**src/row_box_blur_edge_clamped_unit_defines.svh**
```systemverilog
// Assertion macros of the box blur RTL.
// No dependencies; the top level, which checks its logic, includes this header.
`ifndef ROW_BOX_BLUR_EDGE_CLAMPED_UNIT_DEFINES_SVH
`define ROW_BOX_BLUR_EDGE_CLAMPED_UNIT_DEFINES_SVH
`ifndef ASSERT_OFF
`define BBC_ASSERT_IMP(lbl, ante, cons, msg) \
    lbl: assert property (@(posedge clk) disable iff (!rst_n) (ante) |-> (cons)) else $error(msg);
`define BBC_ASSERT_NXT(lbl, ante, cons, msg) \
    lbl: assert property (@(posedge clk) disable iff (!rst_n) (ante) |=> (cons)) else $error(msg);
`else
`define BBC_ASSERT_IMP(lbl, ante, cons, msg)
`define BBC_ASSERT_NXT(lbl, ante, cons, msg)
`endif
`endif

```
**src/bbc_pkg.sv**
```systemverilog
// Types, constants and register map of the row box blur.
// No dependencies.
package bbc_pkg;
    localparam int CHANNELS          = 4;
    localparam int SUM_W             = 16;
    localparam int CHAN_W            = 8;
    localparam int RADIUS_REG_W      = 6;
    localparam int DIM_REG_W         = 13;
    localparam int MAX_RADIUS_DEF    = 63;
    localparam int MAX_ROW_WIDTH_DEF = 4096;
    localparam int PADDR_W           = 4;
    localparam int PDATA_W           = 32;

    localparam logic [RADIUS_REG_W-1:0] RADIUS_RST = RADIUS_REG_W'(1);
    localparam logic [DIM_REG_W-1:0]    WIDTH_RST  = DIM_REG_W'(640);
    localparam logic [DIM_REG_W-1:0]    ROWS_RST   = DIM_REG_W'(480);

    localparam logic [1:0] REG_RADIUS = 2'd0;
    localparam logic [1:0] REG_WIDTH  = 2'd1;
    localparam logic [1:0] REG_ROWS   = 2'd2;

    typedef struct packed {
        logic [CHAN_W-1:0] alpha_in;
        logic [CHAN_W-1:0] blue_in;
        logic [CHAN_W-1:0] green_in;
        logic [CHAN_W-1:0] red_in;
    } pix_t;

    typedef struct packed {
        logic [CHAN_W-1:0] red_out;
        logic [CHAN_W-1:0] green_out;
        logic [CHAN_W-1:0] blue_out;
        logic [CHAN_W-1:0] alpha_out;
        logic              last_of_run;
        logic              row_end;
        logic              image_end;
        logic              blur_skipped;
    } res_t;

    typedef logic [CHANNELS-1:0][SUM_W-1:0]  sums_t;
    typedef logic [CHANNELS-1:0][CHAN_W-1:0] quot_t;

    typedef struct packed {
        logic  done;
        quot_t quot;
    } div_rsp_t;

    typedef enum logic [2:0] {
        S_IDLE,
        S_RD,
        S_UPD,
        S_GO,
        S_DIV,
        S_OUT,
        S_TRD,
        S_TUPD
    } state_t;
endpackage

```
**src/row_box_blur_edge_clamped_unit.sv**
```systemverilog
// Row box blur, RGBA, edge pixels replicated. One pixel at a time: a blurred result is
// presented after its pixel beat passes the store read, sum update, divider start and
// the serial divide; at a row end each of the radius trailing results repeats the read,
// update, start and divide before its beat. Pixels with no result only read and update;
// pass-through pixels go straight to the output. An output stall holds the unit.
// Reset clears sums and counters and loads the config defaults.
`include "row_box_blur_edge_clamped_unit_defines.svh"
module row_box_blur_edge_clamped_unit
    import bbc_pkg::*;
#(
    parameter int MAX_RADIUS    = MAX_RADIUS_DEF,
    parameter int MAX_ROW_WIDTH = MAX_ROW_WIDTH_DEF
) (
    input  logic               clk,
    input  logic               rst_n,
    input  logic               psel,
    input  logic               penable,
    input  logic               pwrite,
    input  logic [PADDR_W-1:0] paddr,
    input  logic [PDATA_W-1:0] pwdata,
    output logic [PDATA_W-1:0] prdata,
    output logic               pready,
    input  logic               pix_valid,
    output logic               pix_ready,
    input  pix_t               pix,
    output logic               res_valid,
    input  logic               res_ready,
    output res_t               res
);
    localparam int ADDR_W = $clog2(2 * MAX_RADIUS + 2);
    localparam int RAD_W  = $clog2(MAX_RADIUS + 1);
    localparam int DIV_W  = RAD_W + 1;
    localparam int CNT_W  = $clog2(MAX_ROW_WIDTH + 1);
    localparam int REXT_W = (RAD_W > RADIUS_REG_W) ? RAD_W : RADIUS_REG_W;
    localparam int WEXT_W = (CNT_W > DIM_REG_W) ? CNT_W : DIM_REG_W;
    localparam int CMP_W  = ((CNT_W > DIV_W) ? CNT_W : DIV_W) + 1;

    // configuration
    logic [RADIUS_REG_W-1:0] radius_reg;
    logic [DIM_REG_W-1:0]    width_reg;
    logic [DIM_REG_W-1:0]    rows_reg;
    logic                    cfg_wr;

    assign pready = 1'b1;
    assign cfg_wr = psel && penable && pwrite;

    always_ff @(posedge clk or negedge rst_n)
    begin
        if (!rst_n)
        begin
            radius_reg <= RADIUS_RST;
            width_reg  <= WIDTH_RST;
            rows_reg   <= ROWS_RST;
        end
        else if (cfg_wr)
        begin
            unique case (paddr[3:2])
                REG_RADIUS: radius_reg <= pwdata[RADIUS_REG_W-1:0];
                REG_WIDTH:  width_reg  <= pwdata[DIM_REG_W-1:0];
                REG_ROWS:   rows_reg   <= pwdata[DIM_REG_W-1:0];
                default:    ;
            endcase
        end
    end

    always_comb
    begin
        unique case (paddr[3:2])
            REG_RADIUS: prdata = PDATA_W'(radius_reg);
            REG_WIDTH:  prdata = PDATA_W'(width_reg);
            REG_ROWS:   prdata = PDATA_W'(rows_reg);
            default:    prdata = '0;
        endcase
    end

    // row state
    state_t             state_reg, state_next;
    logic [CNT_W-1:0]   col_reg;
    logic [DIM_REG_W-1:0] row_reg;
    logic [RAD_W-1:0]   hrad_reg;
    logic [CNT_W-1:0]   hwid_reg;
    logic [CNT_W-1:0]   c_reg;
    logic [31:0]        px_reg;
    logic [31:0]        first_reg;
    sums_t              sum_reg;
    logic               skip_reg;
    logic               last_col_reg;
    logic               last_row_reg;
    logic [RAD_W-1:0]   tail_cnt_reg;
    logic [ADDR_W-1:0]  tail_addr_reg;
    res_t               res_reg;

    logic [REXT_W-1:0]  rad_ext;
    logic [WEXT_W-1:0]  wid_ext;
    logic [RAD_W-1:0]   rad_fresh;
    logic [CNT_W-1:0]   wid_fresh;
    logic [RAD_W-1:0]   rad_eff;
    logic [CNT_W-1:0]   wid_eff;
    logic [DIV_W-1:0]   d_eff;
    logic [DIV_W-1:0]   d_held;
    logic [DIM_REG_W:0] rows_eff;
    logic               last_col_now;
    logic               last_row_now;
    logic               skip_now;
    logic               accept;

    always_comb
    begin
        rad_ext   = REXT_W'(radius_reg);
        wid_ext   = WEXT_W'(width_reg);
        rad_fresh = (rad_ext > REXT_W'(MAX_RADIUS)) ? RAD_W'(MAX_RADIUS) : RAD_W'(rad_ext);
        if (wid_ext == '0)
        begin
            wid_fresh = CNT_W'(1);
        end
        else if (wid_ext > WEXT_W'(MAX_ROW_WIDTH))
        begin
            wid_fresh = CNT_W'(MAX_ROW_WIDTH);
        end
        else
        begin
            wid_fresh = CNT_W'(wid_ext);
        end
        rad_eff  = (col_reg == '0) ? rad_fresh : hrad_reg;
        wid_eff  = (col_reg == '0) ? wid_fresh : hwid_reg;
        d_eff    = {rad_eff, 1'b1};
        rows_eff = (rows_reg == '0) ? (DIM_REG_W + 1)'(1) : {1'b0, rows_reg};
        skip_now = CMP_W'(wid_eff) <= CMP_W'(d_eff);
        last_col_now = (CMP_W'(col_reg) + CMP_W'(1)) >= CMP_W'(wid_eff);
        last_row_now = last_col_now && (({1'b0, row_reg} + 1'b1) >= rows_eff);
    end

    assign d_held = {hrad_reg, 1'b1};
    assign accept = pix_valid && pix_ready;

    // window store and divider
    logic              mem_we;
    logic [ADDR_W-1:0] mem_raddr;
    logic [31:0]       mem_rdata;
    logic              div_start;
    div_rsp_t          div_rsp;

    bbc_window_mem #(
        .ADDR_W (ADDR_W)
    ) u_mem (
        .clk   (clk),
        .we    (mem_we),
        .waddr (c_reg[ADDR_W-1:0]),
        .wdata (px_reg),
        .raddr (mem_raddr),
        .rdata (mem_rdata)
    );

    bbc_divider #(
        .DIV_W (DIV_W)
    ) u_div (
        .clk      (clk),
        .rst_n    (rst_n),
        .start    (div_start),
        .dividend (sum_reg),
        .divisor  (d_held),
        .rsp      (div_rsp)
    );

    // next state
    always_comb
    begin
        state_next = state_reg;
        unique case (state_reg)
            S_IDLE:
            begin
                if (pix_valid)
                begin
                    state_next = skip_now ? S_OUT : S_RD;
                end
            end
            S_RD:   state_next = S_UPD;
            S_UPD:
            begin
                state_next = (CMP_W'(c_reg) >= CMP_W'(hrad_reg)) ? S_GO : S_IDLE;
            end
            S_GO:   state_next = S_DIV;
            S_DIV:
            begin
                if (div_rsp.done)
                begin
                    state_next = S_OUT;
                end
            end
            S_OUT:
            begin
                if (res_ready)
                begin
                    state_next = (tail_cnt_reg != '0) ? S_TRD : S_IDLE;
                end
            end
            S_TRD:  state_next = S_TUPD;
            S_TUPD: state_next = S_GO;
            default: state_next = S_IDLE;
        endcase
    end

    // outputs of the controller
    always_comb
    begin
        pix_ready = 1'b0;
        res_valid = 1'b0;
        mem_we    = 1'b0;
        div_start = 1'b0;
        mem_raddr = c_reg[ADDR_W-1:0] - d_held[ADDR_W-1:0];
        unique case (state_reg)
            S_IDLE: pix_ready = 1'b1;
            S_RD:   mem_we    = 1'b1;
            S_GO:   div_start = 1'b1;
            S_OUT:  res_valid = 1'b1;
            S_TRD:  mem_raddr = tail_addr_reg;
            default: ;
        endcase
    end

    assign res = res_reg;

    always_ff @(posedge clk or negedge rst_n)
    begin
        if (!rst_n)
        begin
            state_reg    <= S_IDLE;
            col_reg      <= '0;
            row_reg      <= '0;
            hrad_reg     <= RAD_W'(1);
            hwid_reg     <= CNT_W'(640);
            first_reg    <= '0;
            sum_reg      <= '0;
            tail_cnt_reg <= '0;
        end
        else
        begin
            state_reg <= state_next;
            if (accept)
            begin
                hrad_reg     <= rad_eff;
                hwid_reg     <= wid_eff;
                tail_cnt_reg <= '0;
                if (last_col_now)
                begin
                    col_reg <= '0;
                    row_reg <= last_row_now ? '0 : row_reg + 1'b1;
                end
                else
                begin
                    col_reg <= col_reg + 1'b1;
                end
            end
            if (state_reg == S_UPD)
            begin
                if (c_reg == '0)
                begin
                    first_reg <= px_reg;
                    for (int k = 0; k < CHANNELS; k++)
                    begin
                        sum_reg[k] <= SUM_W'(d_held) * SUM_W'(px_reg[k*CHAN_W +: CHAN_W]);
                    end
                end
                else
                begin
                    for (int k = 0; k < CHANNELS; k++)
                    begin
                        logic [31:0] old_px;
                        old_px = (CMP_W'(c_reg) >= CMP_W'(d_held)) ? mem_rdata : first_reg;
                        sum_reg[k] <= sum_reg[k] + SUM_W'(px_reg[k*CHAN_W +: CHAN_W])
                                      - SUM_W'(old_px[k*CHAN_W +: CHAN_W]);
                    end
                end
                if (last_col_reg)
                begin
                    tail_cnt_reg <= hrad_reg;
                end
            end
            if (state_reg == S_TUPD)
            begin
                tail_cnt_reg <= tail_cnt_reg - 1'b1;
                for (int k = 0; k < CHANNELS; k++)
                begin
                    sum_reg[k] <= sum_reg[k] + SUM_W'(px_reg[k*CHAN_W +: CHAN_W])
                                  - SUM_W'(mem_rdata[k*CHAN_W +: CHAN_W]);
                end
            end
        end
    end

    // payload registers
    always_ff @(posedge clk)
    begin
        if (accept)
        begin
            px_reg       <= pix;
            c_reg        <= col_reg;
            skip_reg     <= skip_now;
            last_col_reg <= last_col_now;
            last_row_reg <= last_row_now;
            if (skip_now)
            begin
                res_reg.red_out      <= pix.red_in;
                res_reg.green_out    <= pix.green_in;
                res_reg.blue_out     <= pix.blue_in;
                res_reg.alpha_out    <= pix.alpha_in;
                res_reg.last_of_run  <= 1'b1;
                res_reg.row_end      <= last_col_now;
                res_reg.image_end    <= last_row_now;
                res_reg.blur_skipped <= 1'b1;
            end
        end
        if (state_reg == S_UPD)
        begin
            // first trailing sample drops pixel w-2r-1
            tail_addr_reg <= hwid_reg[ADDR_W-1:0] - d_held[ADDR_W-1:0];
        end
        if (state_reg == S_TUPD)
        begin
            tail_addr_reg <= tail_addr_reg + 1'b1;
        end
        if (state_reg == S_DIV && div_rsp.done)
        begin
            res_reg.red_out      <= div_rsp.quot[0];
            res_reg.green_out    <= div_rsp.quot[1];
            res_reg.blue_out     <= div_rsp.quot[2];
            res_reg.alpha_out    <= div_rsp.quot[3];
            res_reg.last_of_run  <= (tail_cnt_reg == '0);
            res_reg.row_end      <= (tail_cnt_reg == '0) && last_col_reg;
            res_reg.image_end    <= (tail_cnt_reg == '0) && last_row_reg;
            res_reg.blur_skipped <= 1'b0;
        end
    end

    `BBC_ASSERT_IMP(a_idle_no_result, pix_ready, !res_valid, "result pending while idle")
    `BBC_ASSERT_NXT(a_div_to_out, (state_reg == S_DIV) && div_rsp.done, res_valid,
                    "divider result not presented")
    `BBC_ASSERT_IMP(a_tail_on_row_end, tail_cnt_reg != '0, last_col_reg && !skip_reg,
                    "trailing outputs outside a row end")
    `BBC_ASSERT_IMP(a_start_not_idle, div_start, state_reg == S_GO, "stray divider start")
endmodule

```
**src/bbc_window_mem.sv**
```systemverilog
// Ring store of recent pixels: one write port, one registered read port.
// Depends on bbc_pkg.
module bbc_window_mem
    import bbc_pkg::*;
#(
    parameter int ADDR_W = 7
) (
    input  logic              clk,
    input  logic              we,
    input  logic [ADDR_W-1:0] waddr,
    input  logic [31:0]       wdata,
    input  logic [ADDR_W-1:0] raddr,
    output logic [31:0]       rdata
);
    logic [31:0] mem [2**ADDR_W];

    always_ff @(posedge clk)
    begin
        if (we)
        begin
            mem[waddr] <= wdata;
        end
        rdata <= mem[raddr];
    end
endmodule

```
**src/bbc_divider.sv**
```systemverilog
// Four-lane restoring divider, one quotient bit per cycle.
// Depends on bbc_pkg; the top level includes the assertion macros.
module bbc_divider
    import bbc_pkg::*;
#(
    parameter int DIV_W = 8
) (
    input  logic             clk,
    input  logic             rst_n,
    input  logic             start,
    input  sums_t            dividend,
    input  logic [DIV_W-1:0] divisor,
    output div_rsp_t         rsp
);
    localparam int CNT_W = $clog2(SUM_W);

    logic                      busy_reg;
    logic                      done_reg;
    logic [CNT_W-1:0]          cnt_reg;
    logic [DIV_W-1:0]          dvs_reg;
    logic [CHANNELS-1:0][DIV_W-1:0] rem_reg;
    sums_t                     quo_reg;

    always_ff @(posedge clk or negedge rst_n)
    begin
        if (!rst_n)
        begin
            busy_reg <= 1'b0;
            done_reg <= 1'b0;
            cnt_reg  <= '0;
        end
        else
        begin
            done_reg <= 1'b0;
            if (start)
            begin
                busy_reg <= 1'b1;
                cnt_reg  <= '0;
            end
            else if (busy_reg)
            begin
                cnt_reg <= cnt_reg + 1'b1;
                if (cnt_reg == CNT_W'(SUM_W - 1))
                begin
                    busy_reg <= 1'b0;
                    done_reg <= 1'b1;
                end
            end
        end
    end

    always_ff @(posedge clk)
    begin
        if (start)
        begin
            dvs_reg <= divisor;
            quo_reg <= dividend;
            rem_reg <= '0;
        end
        else if (busy_reg)
        begin
            for (int k = 0; k < CHANNELS; k++)
            begin
                logic [DIV_W:0] trial;
                trial = {rem_reg[k], quo_reg[k][SUM_W-1]};
                if (trial >= {1'b0, dvs_reg})
                begin
                    rem_reg[k] <= DIV_W'(trial - {1'b0, dvs_reg});
                    quo_reg[k] <= {quo_reg[k][SUM_W-2:0], 1'b1};
                end
                else
                begin
                    rem_reg[k] <= trial[DIV_W-1:0];
                    quo_reg[k] <= {quo_reg[k][SUM_W-2:0], 1'b0};
                end
            end
        end
    end

    always_comb
    begin
        rsp.done = done_reg;
        for (int k = 0; k < CHANNELS; k++)
        begin
            rsp.quot[k] = quo_reg[k][CHAN_W-1:0];
        end
    end
endmodule
```
**config.mk**
```make
export PLATFORM = sky130hd
export DESIGN_NAME = row_box_blur_edge_clamped_unit
export DESIGN_NICKNAME = d
export VERILOG_FILES = /design/src/bbc_pkg.sv /design/src/row_box_blur_edge_clamped_unit.sv /design/src/bbc_window_mem.sv /design/src/bbc_divider.sv
export VERILOG_INCLUDE_DIRS = /design/src /design/src/src
export SDC_FILE = /design/constraint.sdc
export NUM_CORES = 2
export LEC_CHECK = 0
export BUFFER_PORTS_ARGS = -buffer_cell sky130_fd_sc_hd__buf_2
export CAP_MARGIN = 20
export CORE_MARGIN = 8
export CORE_UTILIZATION = 35
export DETAILED_ROUTE_END_ITERATION = 6
export GPL_ROUTABILITY_DRIVEN = 0
export SLEW_MARGIN = 5
export SYNTH_ARGS = -nofsm -noshare
export SYNTH_HDL_FRONTEND = slang
export SYNTH_SLANG_ARGS = --single-unit
```
**constraint.sdc**
```tcl
create_clock -name clk -period 7.35 [get_ports clk]
set_input_delay 0.3675 -clock clk [delete_from_list [all_inputs] [get_ports clk]]
set_output_delay 0.3675 -clock clk [all_outputs]
set_load 0.1 [all_outputs]
```
==> results.tsv <==
metric	value	unit
status	finished, violations left	
failing checks	DRC	
RSZ-0062 raised after global routing	false	
Detailed Route WL	635000	um
Hold Crit Depth	4	
Flop pwr share	29.9	%
Worst Hold Endpoint	rows_reg[1]$_DFFE_PN0P_	
chip height	760	um
Comb pwr share	48.4	%
P_int	0.0571	W
Worst IR Drop VDD	0.618	mV
cts repair resizes	0	
synthesized area	194000	um2
hpwl dp	376000	um
Core ar.	552000	um2
synthesized area per cell	13.0	um2
Starting Density	35.1	%
Hold Fails Final Rpt	0	
relative slew slack	12.4	%
Std-Cell Rows	273	
Crit Reg-Reg Endpoint	u_mem.rdata[25]$_DFF_P_	
Area after DPL	205000	um2
Post-synth top cells	4,255 x edfxtp_1, 3,880 x nand2_1, 1,241 x nand3_1, 433 x a311oi_1, 425 x nor2_1	
Yosys reg bits	4504	
Clock Latency Late Sink	1.05	ns
sw power	0.0455	W
YS warnings	0	
pin count of the biggest net entering global routing	140	
first-pass GRT wire length	897000	um
full die area	578000	um2
CTS root buffer	clkbuf_16	
I/O pins	146	
WHS	0.112	ns
Fin Setup TNS	0	ns
Post-synth EDFFs	4255	
ys flop type	edfxtp_1	
dominant cells by area after synthesis	edfxtp_1 66%, nand2_1 7.5%, nand3_1 3.2%	
share of synthesized flip-flops with an asynchronous set or reset	4.17	%
final std cells w/o fill	22800	
Switching Fraction	44.3	%
WP data required	8.06	ns
Arr. time, crit path	7.08	ns
CP Capture Type	register	
Sink Count	4504	
worst min path class	in -> reg	
period utilization	86.6	%
fmax	0.157	GHz
most instantiated library cell after synthesis	edfxtp_1	
CTS Buf Count	439	
startpoint types	register	
RR Startpoint	state_reg[0]$_DFFE_PN0P_	
Final Cell Area	220000	um2
Hold Buf Count CTS	71	
residual DRC count	11	
total grt overflow	0	
post-layout net count	15700	
HP Start	paddr[2]	
R2R cell count	11	
share of cells above drive strength 1	10.9	%
initial antenna violation count	62	
final setup vio count	0	
Clock transition at path regs	0.06	ns
placed cells	21900	
Slew Limit Fails	0	
Synth Instances	14900	
Clk pwr share	21.7	%
Least-Margin Pin Slew	1.31	ns
top-area cell type share of the netlist area	65.9	%
skew final	0.0735	ns
wire length per cell	27.8	um
Largest register FFs	4096	
CP Class	reg -> reg	
sequential area share after synthesis	69.0	%
Pwr Density	466	nW/um2
area grow syn2layout	13.4	%
Port-buffer cells	104	
setup slack, reg-to-reg	0.99	ns
post-DR vias/cell	5.67	
CP max FO	43	
Post-CTS Setup Bufs	0	
Overall Power	0.103	W
total track usage	21.0	%
H-tree depth	5	
CTS tree	done	
DR vias	129000	
area leader, netlist	edfxtp_1	
leak pwr	76.6	nW
ANT nets after route	0	
DRT iter0 DRCs	18600	
number of global-route vias before repair	122000	
Die Wd	760	um
CTS Buffer Depth	4	
Unique masters post-synth	101	
Tmin final	6.36	ns
number of detailed-route iterations in the first pass	7	
max-cap check violation count	0	
## power by group through the flow
stage / clock network, W / registers, W / logic [W]
3_5_place_dp: 0 / 0.0311 / 0.0484
6_report: 0.0222 / 0.0306 / 0.0496
5_1_grt: 0.0234 / 0.0306 / 0.0526
3_3_place_gp: 0 / 0.0311 / 0.0482
2_1_floorplan: 0 / 0.0306 / 0.0291
4_1_cts: 0.0224 / 0.0305 / 0.0487
## layout by cell type, fill, tap and decap left out, drive strengths merged, types with 180 or more instances in the layout
master     n
buf      627
mux4     180
and3     356
edfxtp  4255
clkinv   206
a31oi    264
clkbuf   558
a311oi   434
ha       317
nand2   3880
inv      253
a21oi    229
o21ai    244
nand3   1243
nor2     426
## routing by layer
layer  part of all wire [%]  up-vias  global-route usage [%]
met1                     40    65400                    28.5
li1                       -    55600                       -
met2                     44     7014                    31.9
met3                     11     1251                    4.78
met4                    5.3       22                    9.79
met5                  0.025        -                       0
## final cells by class
cell class,count,area [um2]
fill,51000,332000
sequential,4504,134000
multi-input combinational,9242,56200
clock buffer,557,11600
tap,7287,9120
timing repair buffer,698,5890
clock inverter,254,2280
inverter,247,933
antenna,22,55.1
## logic make-up (layout without fill, tap and decap cells)
logic type / count (synthesis) / count (layout) / share of synthesized area (%)
simple gates: 6389 / 6389 / 14.2
flops: 4504 / 4504 / 69.0
compound gates: 1832 / 1832 / 6.71
buf+inv: 1187 / 1756 / 2.73
fa+ha+maj: 452 / 452 / 3.44
mux: 327 / 327 / 2.87
xor+xnor: 222 / 222 / 1.00
other cells: 2 / 42 / 0.00388
## critical path, stage by stage, from the launching register on
cell,delay (ns)
dfrtp_1,0.36
buf_4,0.20
nand3b_1,0.72
buf_4,0.45
a31oi_4,0.74
buf_12,0.37
buf_4,0.54
a311oi_1,0.13
a311oi_1,0.67
a31oi_1,0.24
a21oi_1,0.82
nand3_1,0.57
## worst max path at each step
stage | end | startpoint | depth (start not counted)
finish | u_mem.rdata[25]$_DFF_P_ | state_reg[0]$_DFFE_PN0P_ | 11
global route | sum_reg[26]$_DFFE_PN0P_ | hrad_reg[1]$_DFFE_PN0P_ | 21
CTS | u_mem.rdata[25]$_DFF_P_ | state_reg[0]$_DFFE_PN0P_ | 11
detailed placement | u_mem.rdata[25]$_DFF_P_ | state_reg[0]$_DFFE_PN0P_ | 11
global placement | u_mem.rdata[25]$_DFF_P_ | state_reg[0]$_DFFE_PN0P_ | 11
floorplan | sum_reg[62]$_DFFE_PN0P_ | px_reg[29]$_DFFE_PP_ | 18
## stage by stage
step | util, % | setup slack (ns)
after global routing | 39.8 | 0.990
after detailed placement | 37.2 | 1.29
after global placement | 37.1 | 1.20
after CTS | 39.8 | 1.24
final | 39.8 | 0.986
after floorplan | - | 1.00
Note: power is estimated with default switching activity, not from simulation.
